===== config.mk =====
export PLATFORM = sky130hd
export DESIGN_NAME = link_keepalive_subscription_timer
export DESIGN_NICKNAME = d
export VERILOG_FILES = /design/src/design/lkst_pkg.sv /design/src/design/link_keepalive_subscription_timer.sv /design/src/design/lkst_step.sv
export SDC_FILE = /design/constraint.sdc
export NUM_CORES = 1
export LEC_CHECK = 0
export ABC_AREA = 1
export BUFFER_PORTS_ARGS = -buffer_cell sky130_fd_sc_hd__clkbuf_2
export CAP_MARGIN = 20
export CORE_MARGIN = 5
export CORE_UTILIZATION = 55
export CTS_CLUSTER_SIZE = 24
export DETAILED_ROUTE_END_ITERATION = 10
export PLACE_DENSITY_LB_ADDON = 0.2
export SLEW_MARGIN = 15
export SYNTH_ARGS = -nofsm -noshare
export SYNTH_HDL_FRONTEND = slang
export SYNTH_SLANG_ARGS = --single-unit

===== constraint.sdc =====
create_clock -name clk -period 9.95 [get_ports clk]
set_input_delay 0.4975 -clock clk [delete_from_list [all_inputs] [get_ports clk]]
set_output_delay 0.4975 -clock clk [all_outputs]
set_load 0.02 [all_outputs]

===== src/design/lkst_pkg.sv =====
// Shared types and constants for the link keepalive and subscription timer.
// Used by lkst_step and link_keepalive_subscription_timer; no dependencies.
`timescale 1ns / 1ps

package lkst_pkg;

  // Message kinds carried in the input tuser.
  localparam logic [2:0] MODE_NONE     = 3'd0;
  localparam logic [2:0] MODE_PING     = 3'd1;
  localparam logic [2:0] MODE_SUB_REQ  = 3'd2;
  localparam logic [2:0] MODE_DEV_WR   = 3'd3;
  localparam logic [2:0] MODE_UNRECOG  = 3'd4;
  localparam logic [2:0] MODE_READ_ERR = 3'd5;

  // Error codes reported with each result.
  localparam logic [1:0] ERR_NONE    = 2'd0;
  localparam logic [1:0] ERR_UNRECOG = 2'd1;
  localparam logic [1:0] ERR_READ    = 2'd2;

  // Configuration register indexes.
  localparam int unsigned CFG_IDX_W = 2;
  localparam logic [CFG_IDX_W-1:0] CFG_TIMEOUT       = 2'd0;
  localparam logic [CFG_IDX_W-1:0] CFG_PING_INTERVAL = 2'd1;

  // Subscription interval clamp limits in ms.
  localparam logic [15:0] SUB_INTERVAL_MAX = 16'd500;
  localparam logic [15:0] SUB_INTERVAL_MIN = 16'd40;

  typedef struct packed {
    logic [31:0] now_ms;
    logic [2:0]  mode;
    logic [31:0] sub_bitmap;
    logic [15:0] sub_interval_req;
  } item_t;

  typedef struct packed {
    logic        send_ack;
    logic        send_data;
    logic [31:0] data_bitmap;
    logic        send_ping;
    logic        disable_pulse;
    logic [1:0]  error_code;
  } result_t;

  typedef struct packed {
    logic        acked;
    logic [31:0] sub_map;
    logic [8:0]  data_interval;
    logic [31:0] last_data_time;
    logic [31:0] last_ping_sent_time;
    logic [31:0] last_ping_rx_time;
  } link_state_t;

endpackage


===== src/design/link_keepalive_subscription_timer.sv =====
// Top level of the link keepalive and subscription timer: stream ports,
// input register, state and result register. Depends on lkst_pkg and lkst_step.
`timescale 1ns / 1ps

// Each input word carries the current millisecond time and an optional
// received message and produces exactly one result word. The block takes
// one word per clock cycle while the result stream is not stalled. A word
// passes through the input register, then the single compute stage in
// which the message handling and the three elapsed-time checks update the
// link state, and then the result register. While a finished result waits
// in the output register, the input register can still take one more word;
// after that the input stalls until the result is taken. Configuration is
// written through the cfg port (index 0 timeout_ms, index 1 ping_interval_ms;
// other indexes are ignored) and should only be changed while no word is in
// flight.
module link_keepalive_subscription_timer (
  input  logic        clk,
  input  logic        rst,
  // Configuration write channel.
  input  logic        cfg_valid,
  output logic        cfg_ready,
  input  logic [1:0]  cfg_index,
  input  logic [31:0] cfg_data,
  // Input stream.
  input  logic        s_tvalid,
  output logic        s_tready,
  input  logic [79:0] s_tdata,  // now_ms[31:0], sub_bitmap[63:32], sub_interval_req[79:64]
  input  logic [2:0]  s_tuser,  // mode[2:0]
  // Result stream.
  output logic        m_tvalid,
  input  logic        m_tready,
  output logic [39:0] m_tdata   // send_ack[0], send_data[1], data_bitmap[33:2],
                                // send_ping[34], disable_pulse[35], error_code[37:36]
);
  import lkst_pkg::*;

  logic [31:0] timeout_ms;
  logic [31:0] ping_interval_ms;
  logic        s1_valid;
  item_t       s1_item;
  logic        s1_adv;
  link_state_t st;
  link_state_t st_next;
  result_t     step_res;
  logic        out_valid;
  result_t     out_res;

  assign cfg_ready = 1'b1;

  // Configuration registers.
  always_ff @(posedge clk) begin
    if (rst) begin
      timeout_ms       <= '0;
      ping_interval_ms <= '0;
    end else if (cfg_valid) begin
      unique case (cfg_index)
        CFG_TIMEOUT:       timeout_ms       <= cfg_data;
        CFG_PING_INTERVAL: ping_interval_ms <= cfg_data;
        default: begin
        end
      endcase
    end
  end

  // The compute stage advances whenever the result register is free or draining.
  assign s1_adv   = s1_valid && (!out_valid || m_tready);
  assign s_tready = !s1_valid || s1_adv;

  // Input register.
  always_ff @(posedge clk) begin
    if (rst) begin
      s1_valid <= 1'b0;
    end else if (s_tready) begin
      s1_valid <= s_tvalid;
    end
    if (s_tready && s_tvalid) begin
      s1_item.now_ms           <= s_tdata[31:0];
      s1_item.mode             <= s_tuser;
      s1_item.sub_bitmap       <= s_tdata[63:32];
      s1_item.sub_interval_req <= s_tdata[79:64];
    end
  end

  lkst_step u_step (
    .st               (st),
    .timeout_ms       (timeout_ms),
    .ping_interval_ms (ping_interval_ms),
    .item             (s1_item),
    .st_next          (st_next),
    .res              (step_res)
  );

  // Link state and result register update together as a word leaves the stage.
  always_ff @(posedge clk) begin
    if (rst) begin
      st        <= '0;
      out_valid <= 1'b0;
    end else begin
      if (s1_adv) begin
        st <= st_next;
      end
      if (s1_adv) begin
        out_valid <= 1'b1;
      end else if (m_tready) begin
        out_valid <= 1'b0;
      end
    end
    if (s1_adv) begin
      out_res <= step_res;
    end
  end

  assign m_tvalid = out_valid;
  assign m_tdata  = {2'b00, out_res.error_code, out_res.disable_pulse, out_res.send_ping,
                     out_res.data_bitmap, out_res.send_data, out_res.send_ack};

endmodule


===== src/design/lkst_step.sv =====
// Combinational step of the keepalive timer: message handling and the three timers.
// Depends on lkst_pkg for the item, result and state types.
`timescale 1ns / 1ps

module lkst_step (
  input  lkst_pkg::link_state_t st,
  input  logic [31:0]           timeout_ms,
  input  logic [31:0]           ping_interval_ms,
  input  lkst_pkg::item_t       item,
  output lkst_pkg::link_state_t st_next,
  output lkst_pkg::result_t     res
);
  import lkst_pkg::*;

  link_state_t mid;
  logic [15:0] req_clamped;
  logic [31:0] data_age;
  logic [31:0] ping_age;
  logic [31:0] rx_age;
  logic        data_due;
  logic        ping_due;
  logic        timed_out;

  // Clamp the requested data interval to the supported range.
  always_comb begin
    if (item.sub_interval_req > SUB_INTERVAL_MAX) begin
      req_clamped = SUB_INTERVAL_MAX;
    end else if (item.sub_interval_req < SUB_INTERVAL_MIN) begin
      req_clamped = SUB_INTERVAL_MIN;
    end else begin
      req_clamped = item.sub_interval_req;
    end
  end

  // Message handling comes first; the timers see its effect.
  always_comb begin
    mid            = st;
    res            = '0;
    res.error_code = ERR_NONE;
    case (item.mode) inside
      MODE_NONE, MODE_DEV_WR: begin
      end
      MODE_PING: begin
        mid.last_ping_rx_time = item.now_ms;
        if (!st.acked) begin
          res.send_ack = 1'b1;
          mid.acked    = 1'b1;
        end
      end
      MODE_SUB_REQ: begin
        mid.sub_map       = item.sub_bitmap;
        mid.data_interval = req_clamped[8:0];
      end
      MODE_READ_ERR: res.error_code = ERR_READ;
      default:       res.error_code = ERR_UNRECOG;
    endcase

    // Elapsed times wrap modulo 2^32; a zero period never fires.
    data_age  = item.now_ms - mid.last_data_time;
    ping_age  = item.now_ms - mid.last_ping_sent_time;
    rx_age    = item.now_ms - mid.last_ping_rx_time;
    data_due  = (mid.data_interval != '0) && (data_age >= {23'd0, mid.data_interval});
    ping_due  = (ping_interval_ms != '0) && (ping_age >= ping_interval_ms);
    timed_out = (timeout_ms != '0) && (rx_age >= timeout_ms);

    st_next = mid;
    if (mid.acked) begin
      if (data_due) begin
        st_next.last_data_time = item.now_ms;
        res.send_data          = 1'b1;
        res.data_bitmap        = mid.sub_map;
      end
      if (ping_due) begin
        st_next.last_ping_sent_time = item.now_ms;
        res.send_ping               = 1'b1;
      end
      if (timed_out) begin
        st_next.acked     = 1'b0;
        res.disable_pulse = 1'b1;
      end
    end
  end

endmodule


# After elaboration in Yosys (flattened, before gate mapping)
# Cells that the tools add are included.
classes:
  add_sub_neg: 3
  n_lt_le_gt_ge: 5
  n_eq_ne: 5
  n_mux: 18
  bitwise_logic: 1
  reduce_logical: 23
ops:
  columns: ["operator", "count"]
  rows:
  - ["41-bit two-way mux", 3]
  - ["32-bit subtractor", 3]
  - ["32-bit >= comparator", 2]
  - ["32-bit two-way mux", 2]
  - ["32-bit nonzero test", 2]
  - ["33-bit two-way mux", 1]
  - ["32-bit by 9-bit >= comparator with 1-bit output", 1]
  - ["9-bit two-way mux", 2]
  - ["16-bit by 9-bit greater-than comparator with 1-bit output (second input constant)", 1]
  - ["16-bit by 6-bit < comparator with 1-bit output (second input constant)", 1]
  - ["1-bit two-way mux", 9]
  - ["9-bit nonzero test", 1]
  - ["3-bit by 2-bit == test with 1-bit output (second input constant)", 2]
  - ["2-bit AND reduction", 3]
  - ["3-bit AND reduction", 2]
  - ["1-bit logical AND", 5]
  - ["4-bit OR reduction", 1]
  - ["3-bit by 1-bit == test with 1-bit output (second input constant)", 1]
  - ["3-bit == test (second input constant)", 1]
  - ["3-bit logical NOT", 1]
  - ["3-bit OR reduction", 1]
  - ["2-bit by 1-bit == test with 1-bit output (second input constant)", 1]
  - ["1-bit logical NOT", 2]
  - ["2-bit logical NOT", 1]
  - ["5 further kinds", 6]
totals:
  regBits: 325
  input_bits: 122
  out_inout_bits: 43
  wordCells: 75

# Logic depth before layout (Yosys ltp)
# Gate-level depths: netlist (run 1).
logic_depth:
  ltp_word: 9
  mapped_depth: 30
  depth_no_buf: 29

# Cells and area by module
# A second synthesis (run 1) with hierarchy kept.
hier_totals:
  hier_cells: 3411
  hier_area_um2: 22952.0
modules_own_cells:
  columns: ["module", "n_inst", "cells_each", "area_per_inst_um2", "seq_area_each_um2"]
  rows:
  - ["link_keepalive_subscription_timer", 1, 1456, 12659.6, 7717.4]
  - ["lkst_step", 1, 1955, 10292.4, 0.0]

# Worst setup path after synthesis (run 1)
# Ideal clock, no wire load.
synth_path:
  kind: "register to register"
  from: "reg s1_item[49] (netlist name)"
  to: "reg out_res (netlist bit m_tdata[35]) (data pin)"
  setup_ps: 251
  arrival_ps: 3825
  t_required_ps: 9699
  slack_ps: 5874
  stages_incl_launch_ff: 27
  n_path_buf: 3
  period_less_slack_ps: 4076
  cell_sequence: "edfxtp_1 -> nor2_2 -> nand2_2 -> buf_6 -> inv_1 -> clkbuf_1 -> clkbuf_1 -> o21ai_0 -> ha_1 -> inv_1 -> nor2_1 -> inv_2 -> nor2_1 -> nand3_1 -> or3b_1 -> nand3_1 -> xor2_1 -> ha_1 -> nand2_1 -> nor2_1 -> a211oi_1 -> o221a_2 -> nand2_1 -> nand2_1 -> nand2_1 -> nand2_1 -> nor2_1"
synth_via:
  elab_chain_len: 7
  elab_cells_between_ends: 12
  classes_between: "1 x add/sub; 1 x order compare; 2 x eq/ne; 5 x mux; 3 x reduce/logical"
synth_lines:
  columns: ["item", "line_no", "source"]
  rows:
  - ["start, declared", "link_keepalive_subscription_timer.sv:40", "item_t s1_item;"]
  - ["3-bit by 1-bit == test with 1-bit output (no source line) (tied with other cells)", null, null]
  - ["32-bit two-way mux / 2-bit OR reduction (equally long branches)", "lkst_step.sv:40", "case (item.mode) inside"]
  - ["32-bit two-way mux", "lkst_step.sv:40", null]
  - ["32-bit subtractor", "lkst_step.sv:61", "rx_age = item.now_ms - mid.last_ping_rx_time;"]
  - ["32-bit >= comparator", "lkst_step.sv:64", "timed_out = (timeout_ms != '0) && (rx_age >= timeout_ms);"]
  - ["1-bit logical AND", "lkst_step.sv:64", null]
  - ["1-bit two-way mux", "lkst_step.sv:77", "if (timed_out) begin"]
  - ["end signal, assigned", "link_keepalive_subscription_timer.sv:109", "out_res <= step_res;"]
  - ["end, declared", "link_keepalive_subscription_timer.sv:46", "result_t out_res;"]
# Several ways; a longest one is shown, not always the timed one.
# A chain may end at the register's enable or synchronous reset.

# Final worst setup path (run 1)
layout_path:
  from: "reg s1_item[53] (netlist name)"
  to: "reg, netlist name st[58]"
layout_via:
  elab_chain_len: 4
layout_lines:
  columns: ["item", "line_no", "source"]
  rows:
  - ["32-bit subtractor", "lkst_step.sv:60", "ping_age = item.now_ms - mid.last_ping_sent_time;"]
  - ["32-bit >= comparator", "lkst_step.sv:63", "ping_due = (ping_interval_ms != '0) && (ping_age >= ping_interval_ms);"]
  - ["1-bit logical AND", "lkst_step.sv:63", null]
  - ["3-bit AND reduction (no source line)", null, null]
# No other way between the ends.

==> reports/summary.md, run 1 <==
### Placed design
* Setup WS pre-CTS: 4.23 ns
* cell total after placement: 3211
* placed wire-length estimate after detailed placement: 43100 um
* IO Port Bufs: 161
* GP Congestion: 0.948

### Worst setup path
* Critical Path End Type: register
* biggest fanout along the worst timing path: 40
* Crit. Startpoint: s1_item[53]
* r2r endpoint: st[58]
* destination of the critical timing path: st[58]
* startpoint type of the worst setup path: register
* depth of the most critical reg-to-reg path: 20
* WP data arrival: 5.75 ns
* FF-to-FF setup slack: 4.64 ns
* Worst R2R Start: s1_item[53]
* required time at the endpoint of the critical path: 10.39 ns
* critical path class: register to register

### Synth
* count of state elements after synthesis: 325
* most instantiated library cell after synthesis: sky130_fd_sc_hd__nand2_1
* number of synthesized flops with an enable pin: 121
* cell types with the largest area share after synthesis: sky130_fd_sc_hd__dfxtp_1 (20%), sky130_fd_sc_hd__edfxtp_1 (18%), sky130_fd_sc_hd__nand2_1 (11%)
* library cell with the largest summed area after synthesis: sky130_fd_sc_hd__dfxtp_1
* Cells after Synth: 2663
* fraction of synthesized cell area taken by the top area cell type: 20.5%
* synthesized area divided by synthesized cell count: 7.50 um2
* distinct cell type count after synthesis: 53
* leading post-synthesis cells by instance count: sky130_fd_sc_hd__nand2_1 (567), sky130_fd_sc_hd__inv_1 (447), sky130_fd_sc_hd__a21oi_1 (228)
* fraction of synthesis flops using an asynchronous set or reset pin: 0%
* Seq/Total Area, Yosys: 38.7%
* Mapped Area: 0.0200 mm2
* top flip-flop cell by instance count after synthesis: sky130_fd_sc_hd__dfxtp_1
* count of synthesis-stage warnings from yosys: 0

### Global route
* first-pass GRT wire length: 89300 um
* antenna violations before repair: 2
* maximum number of pins on one net before global-route repair: 111
* number of global-route vias before repair: 17272
* total routing resource utilization after global routing: 26.9%
* gr ovfl total: 0

### CTS
* CTS tree: yes
* quantity of gates resized following cts: 0
* clock latency on the worst-skew pair: 0.56 ns
* Max clock buf depth: 3
* Setup Fix Bufs, Post-CTS: 0
* clock net sink count: 325
* clock transition time at the flip-flop clock pins of the worst setup and hold paths: 0.06 ns
* cell at the root of the clock tree: sky130_fd_sc_hd__clkbuf_16
* H-tree depth: 2
* CTS hold repair buffers: 0
* number of buffers inserted during clock tree synthesis: 37

### Power and ir drop
* share of power burned in registers: 41.2%
* IR Drop Worst-Case VDD: 0.151 mV
* design internal power: 2530 uW
* total power: 3610 uW
* leakage power: 0.0103 uW
* switching component of the power: 1080 uW
* switching portion of total power: 29.9%
* total power divided by cell area: 162 mW/mm2
* Comb pwr share: 20.9%
* Clk pwr share: 37.9%

### Timing
* setup repair after global routing missed its margin: false
* count of endpoints failing hold in the final timing report: 0
* time the final worst path needs with I/O delays and setup: 5.31 ns
* setup violation total in the final timing report: 0
* total negative slack: 0 ns
* smallest setup slack after layout: 4.64 ns
* Least-Margin Pin Slew: 1.06 ns
* Clock Skews: 0.0160 ns
* relative slew slack: 29.4%
* part of the cycle the worst path needs: 53.4%
* Max Transition Viols Final: 0
* achievable clock frequency: 188 MHz

### Route
* Pre-Repair DR Iteration Count: 5
* met3 wirelength from detailed routing: 3330 um
* drt first-iter violations: 1207
* DR DRC count: 0
* routed length on met1: 24500 um
* drt wl/cell: 16.9 um
* Via-to-Cell Ratio: 5.45
* Detailed Route WL: 55500 um
* number of routed nets with antenna violations: 0
* via count: 17896
* Max Used Layer: met4
* Routed met2 length: 25800 um

### Cells and area
* Net count, final: 3075
* end-of-flow core utilization: 62.5%
* fraction of final layout cells with drive strength greater than 1: 9.33%
* growth of design area from synthesis to finish: 11.9%
* non-filler instance count after layout: 3281

### Worst hold path
* Min-Delay Path Class: input port to register

### Floorplan
* Die Y-Extent: 201 um
* standard cell core area: 0.0357 mm2
* Die Footprint: 0.0402 mm2
* number of top-level design ports: 165
* initial core utilization: 55.8%
* number of cell rows: 69
* die width: 201 um

### Status
* result of the run: finished clean

### Run
* maxcap violations: 0

[kinds of logic (layout without fill, tap and decap cells)]
family | count (synthesis) | count (layout) | share of synthesized area, %
AOI/OAI and AO/OA | 541 | 541 | 15.3
buffers and inverters | 549 | 703 | 10.6
DFF | 325 | 325 | 38.7
and+or+nand+nor | 984 | 984 | 20.6
muxes | 32 | 32 | 1.60
adders and majority gates | 163 | 163 | 10.3
other | 2 | 5 | 0.0376
xor gates and xnor gates | 67 | 67 | 2.94
[flip-flops by register name, indices dropped and copies added, names as in the netlist]
name / flops
s1_valid: 1
st: 138
m_tdata: 38
m_tvalid: 1
ping_interval_ms: 32
timeout_ms: 32
s1_item: 83
[routing by layer]
layer	vias to the layer above	track usage, %
li1	9040	-
met1	8292	35.6
met2	467	45.0
met3	97	4.30
met4	0	9.51
met5	-	0
[through the flow]
| step | hold slack [ns] | instance area, um2 |
|---|---|---|
| final | 0.109 | 22300 |
| after global routing | 0.0892 | 22300 |
| after CTS | 0.0784 | 22300 |
| after detailed placement | 0.452 | 21100 |
| after global placement | 0.444 | 21100 |
| after floorplan | 0.433 | 20000 |
[power by group through the flow]
stage                     clock network [uW]  registers (uW)  logic (uW)
final                                   1370            1490         756
after global routing                    1460            1490         861
after CTS                               1400            1490         752
after detailed placement                   0            1510         746
after global placement                     0            1510         725
after floorplan                            0            1500         541
[area by class of cell]
class / instances / area [um2]
Fill cell: 3243 / 13400
Multi-Input combinational cell: 1790 / 10200
Sequential cell: 325 / 7720
Inverter: 465 / 1750
Clock buffer: 50 / 1030
Timing Repair Buffer: 171 / 901
Tap cell: 461 / 577
Clock inverter: 17 / 190
Antenna cell: 2 / 5.00
[worst max-delay path: stages, from the launching register on]
cell	delay, ns
sky130_fd_sc_hd__edfxtp_1	0.51
sky130_fd_sc_hd__ha_1	0.40
sky130_fd_sc_hd__a21oi_1	0.15
sky130_fd_sc_hd__nand2_1	0.09
sky130_fd_sc_hd__a21oi_1	0.29
sky130_fd_sc_hd__o21ai_0	0.19
sky130_fd_sc_hd__a21boi_0	0.54
sky130_fd_sc_hd__o21ai_0	0.35
sky130_fd_sc_hd__nand2_1	0.12
sky130_fd_sc_hd__nand3b_1	0.10
sky130_fd_sc_hd__xor2_1	0.16
sky130_fd_sc_hd__ha_1	0.31
sky130_fd_sc_hd__nand2_1	0.07
sky130_fd_sc_hd__nor4_1	0.40
sky130_fd_sc_hd__and3_1	0.27
sky130_fd_sc_hd__nand4_1	0.09
sky130_fd_sc_hd__nand4_1	0.15
sky130_fd_sc_hd__nand3_2	0.39
sky130_fd_sc_hd__buf_16	0.34
sky130_fd_sc_hd__o21ai_0	0.18
sky130_fd_sc_hd__a21oi_1	0.06
[worst min-delay path by stage]
stage / from / endpoint / cells after the start
after global placement: st[37] / st[37] / 2
final: s_tdata[63] / s1_item[47] / 1
after floorplan: st[34] / st[34] / 2
after global routing: s_tdata[65] / s1_item[1] / 1
after detailed placement: st[53] / st[53] / 2
after CTS: s_tdata[63] / s1_item[47] / 1
[layout by cell type, fill, tap and decap left out, drive strengths merged, types with 2 or more instances in the layout]
| master | n |
|---|---|
| nand2 | 568 |
| inv | 465 |
| a21oi | 228 |
| nor2 | 215 |
| clkbuf | 211 |
| dfxtp | 204 |
| o21ai | 186 |
| ha | 161 |
| edfxtp | 121 |
| nand3 | 87 |
| o211ai | 70 |
| nand4 | 63 |
| xor2 | 45 |
| mux2i | 32 |
| xnor2 | 22 |
| nor3 | 19 |
| nor4 | 16 |
| clkinv | 13 |
| o21a | 12 |
| nand3b | 10 |
| buf | 10 |
| a21o | 8 |
| o21bai | 8 |
| a21boi | 8 |
| a31oi | 6 |
| a211oi | 5 |
| o221a | 3 |
| conb | 3 |
| bufinv | 3 |
| diode | 2 |
| or2 | 2 |
| a221oi | 2 |
| a311oi | 2 |
| fa | 2 |
Note: power is estimated with default switching activity, not from simulation.
==> run 2: changes to the inputs <==
- clock period: 9.95 -> 4.7 ns (I/O delays scaled with it)
==> run 2 against run 1 <==
Routed wire length rose by 11%. Setup slack got worse by 4.5 ns. Global-route usage grew 2.8 points. Combinational power increased by 140%. Sequential cell count unchanged. Count of clock-buffer cells in the layout up 4. Clock power is 120% higher. Critical path type unchanged. Largest power group unchanged.
==> reports/summary.md, run 2 (same netlist as run 1, synthesis figures left out) <==
### Status
* result of the run: finished clean

### Route
* DR DRC count: 0, unchanged
* Pre-Repair DR Iteration Count: 5, unchanged
* via count: 19041, +6.4%
* Detailed Route WL: 61700 um, +11%
* drt wl/cell: 17.8 um, +5.3%
* Via-to-Cell Ratio: 5.50, +0.81%
* drt first-iter violations: 1565, +30%
* number of routed nets with antenna violations: 0, unchanged

### Timing
* smallest setup slack after layout: 0.151 ns, -4.49 ns
* part of the cycle the worst path needs: 96.8%, +43 points
* time the final worst path needs with I/O delays and setup: 4.55 ns, -0.761 ns
* setup violation total in the final timing report: 0, unchanged
* Least-Margin Pin Slew: 0.992 ns, -0.0670 ns
* count of endpoints failing hold in the final timing report: 0, unchanged
* final-layout worst hold slack: 0.0114 ns, -0.0975 ns
* relative slew slack: 33.8%, +4.5 points
* achievable clock frequency: 220 MHz, +17%
* Max Transition Viols Final: 0, unchanged
* Clock Skews: 0.0273 ns, +0.0113 ns

### CTS
* cell at the root of the clock tree: sky130_fd_sc_hd__clkbuf_16
* CTS tree: yes
* number of buffers inserted during clock tree synthesis: 38, +2.7%
* clock transition time at the flip-flop clock pins of the worst setup and hold paths: 0.06 ns, about the same
* Max clock buf depth: 3, unchanged
* clock net sink count: 325, unchanged
* H-tree depth: 2, unchanged
* clock latency on the worst-skew pair: 0.57 ns, about the same

### Global route
* maximum number of pins on one net before global-route repair: 87, -22%
* number of global-route vias before repair: 18526, +7.3%
* first-pass GRT wire length: 98800 um, +11%
* antenna violations before repair: 1, -1
* gr ovfl total: 0, unchanged
* total routing resource utilization after global routing: 29.7%, +2.8 points

### Worst setup path
* critical path class: register to register
* cell seen most often among critical-path stages: sky130_fd_sc_hd__inv_1
* required time at the endpoint of the critical path: 5.02 ns, -5.37 ns
* Critical Path End Type: register
* startpoint type of the worst setup path: register
* biggest fanout along the worst timing path: 26, -35%
* WP data arrival: 4.87 ns, -0.88 ns
* peak per-stage delay on the critical path: 0.43 ns, -0.11 ns
* standard cell with the maximum stage delay on the critical path: sky130_fd_sc_hd__edfxtp_1

### Cells and area
* end-of-flow core utilization: 67.7%, +5.2 points
* fraction of final layout cells with drive strength greater than 1: 11.5%, +2.2 points
* Net count, final: 3256, +5.9%
* Largest register FFs: 138, unchanged
* Reg with most FFs: st
* final cell area excluding filler cells: 0.0242 mm2, +8.4%
* commonest non-fill, non-tap cell in the layout: sky130_fd_sc_hd__nand2_1
* non-filler instance count after layout: 3463, +5.5%
* commonest cells after routing, fill and taps aside: sky130_fd_sc_hd__nand2_1 (567), sky130_fd_sc_hd__inv_1 (446), sky130_fd_sc_hd__a21oi_1 (226)
* growth of design area from synthesis to finish: 21.3%
* filler instances: 2988, -7.9%

### Floorplan
* standard cell core area: 0.0357 mm2, unchanged
* number of cell rows: 69, unchanged
* number of top-level design ports: 165, unchanged
* Die Y-Extent: 201 um, unchanged
* initial core utilization: 55.8%, unchanged
* Die Footprint: 0.0402 mm2, unchanged
* die width: 201 um, unchanged

### Power and ir drop
* IR Drop Worst-Case VDD: 0.343 mV, +130%
* total power divided by cell area: 330 mW/mm2, +100%
* Comb pwr share: 23.2%, +2.3 points
* leakage power: 0.0112 uW, +8.6%
* Clk pwr share: 37.6%, -0.3 points
* switching component of the power: 2470 uW, +130%
* switching portion of total power: 30.9%, +1.0 points
* design internal power: 5520 uW, +120%
* share of power burned in registers: 39.2%, -2.0 points

### Run
* maxcap violations: 0, unchanged

### Placed design
* post-detailed-placement cell area: 0.0216 mm2, +2.3%
* cell total after placement: 3270, +1.8%
* GP Congestion: 0.987, +4.1%
* IO Port Bufs: 161, unchanged
* placed wire-length estimate after detailed placement: 44600 um, +3.6%
* Setup WS pre-CTS: -0.00987 ns, -4.24 ns

### Worst hold path
* Min-Delay Path Class: input port to register

==> run 2: final cells by class <==
| cell class | instances | area [um2] | share of cell area [%] |
|---|---|---|---|
| well taps | 461 | 577 | 2.38 |
| clock inverters | 16 | 164 | 0.677 |
| repair buffers | 351 | 2630 | 10.9 |
| multi-input cells | 1790 | 10200 | 42.3 |
| flip-flops and latches | 325 | 7720 | 31.9 |
| inverters | 465 | 1750 | 7.24 |
| diodes | 1 | 2.50 | 0.0103 |
| clock buffers | 54 | 1120 | 4.64 |
==> run 2: worst max-delay path, delay by kind of cell, from the launching register on <==
kind / cells / cell delay (ns)
buf+inv: 6 / 0.66
compound gates: 7 / 1.31
simple gates: 9 / 1.11
flops: 1 / 0.43
xor+xnor: 1 / 0.19
fa+ha+maj: 2 / 0.58
==> run 2: timing repair <==
item	in CTS	in global routing
hold buffers	114	0
setup endpoints to repair	5	34
gates resized for setup	1	26
buffers inserted	0	5
pin swaps	0	4
gates cloned	0	3
endpoints found under the hold margin	134	0
==> run 2: worst paths after layout <==
kind,start,end,slack (ns),cells after the start
max reg2reg,s1_item[49],m_tdata[35],0.15,25
min,cfg_data[24],timeout_ms[24],0.01,3
max,s1_item[49],m_tdata[35],0.15,25
min reg2reg,st[49],st[49],0.46,2
==> run 2: stage by stage <==
stage	setup TNS [ns]	power, uW
final	0	8000
after global placement	0	4850
after CTS	0	7960
after detailed placement	-0.00987	4890
after floorplan	0	4330
after global routing	-0.0495	8390
==> run 2: layer usage <==
metal	global-route usage [%]	share of wire, %	vias up
met5	0	0	-
met4	8.97	3.1	0
met3	4.22	6.0	105
met2	50.4	47	636
met1	39.8	44	8911
li1	-	-	9389
==> run 2: power groups by stage <==
stage / combinational (uW) / sequential, uW / clock, uW
final: 1850 / 3140 / 3010
after global routing: 2070 / 3150 / 3180
after CTS: 1790 / 3130 / 3040
after detailed placement: 1700 / 3190 / 0
after global placement: 1660 / 3190 / 0
after floorplan: 1150 / 3180 / 0
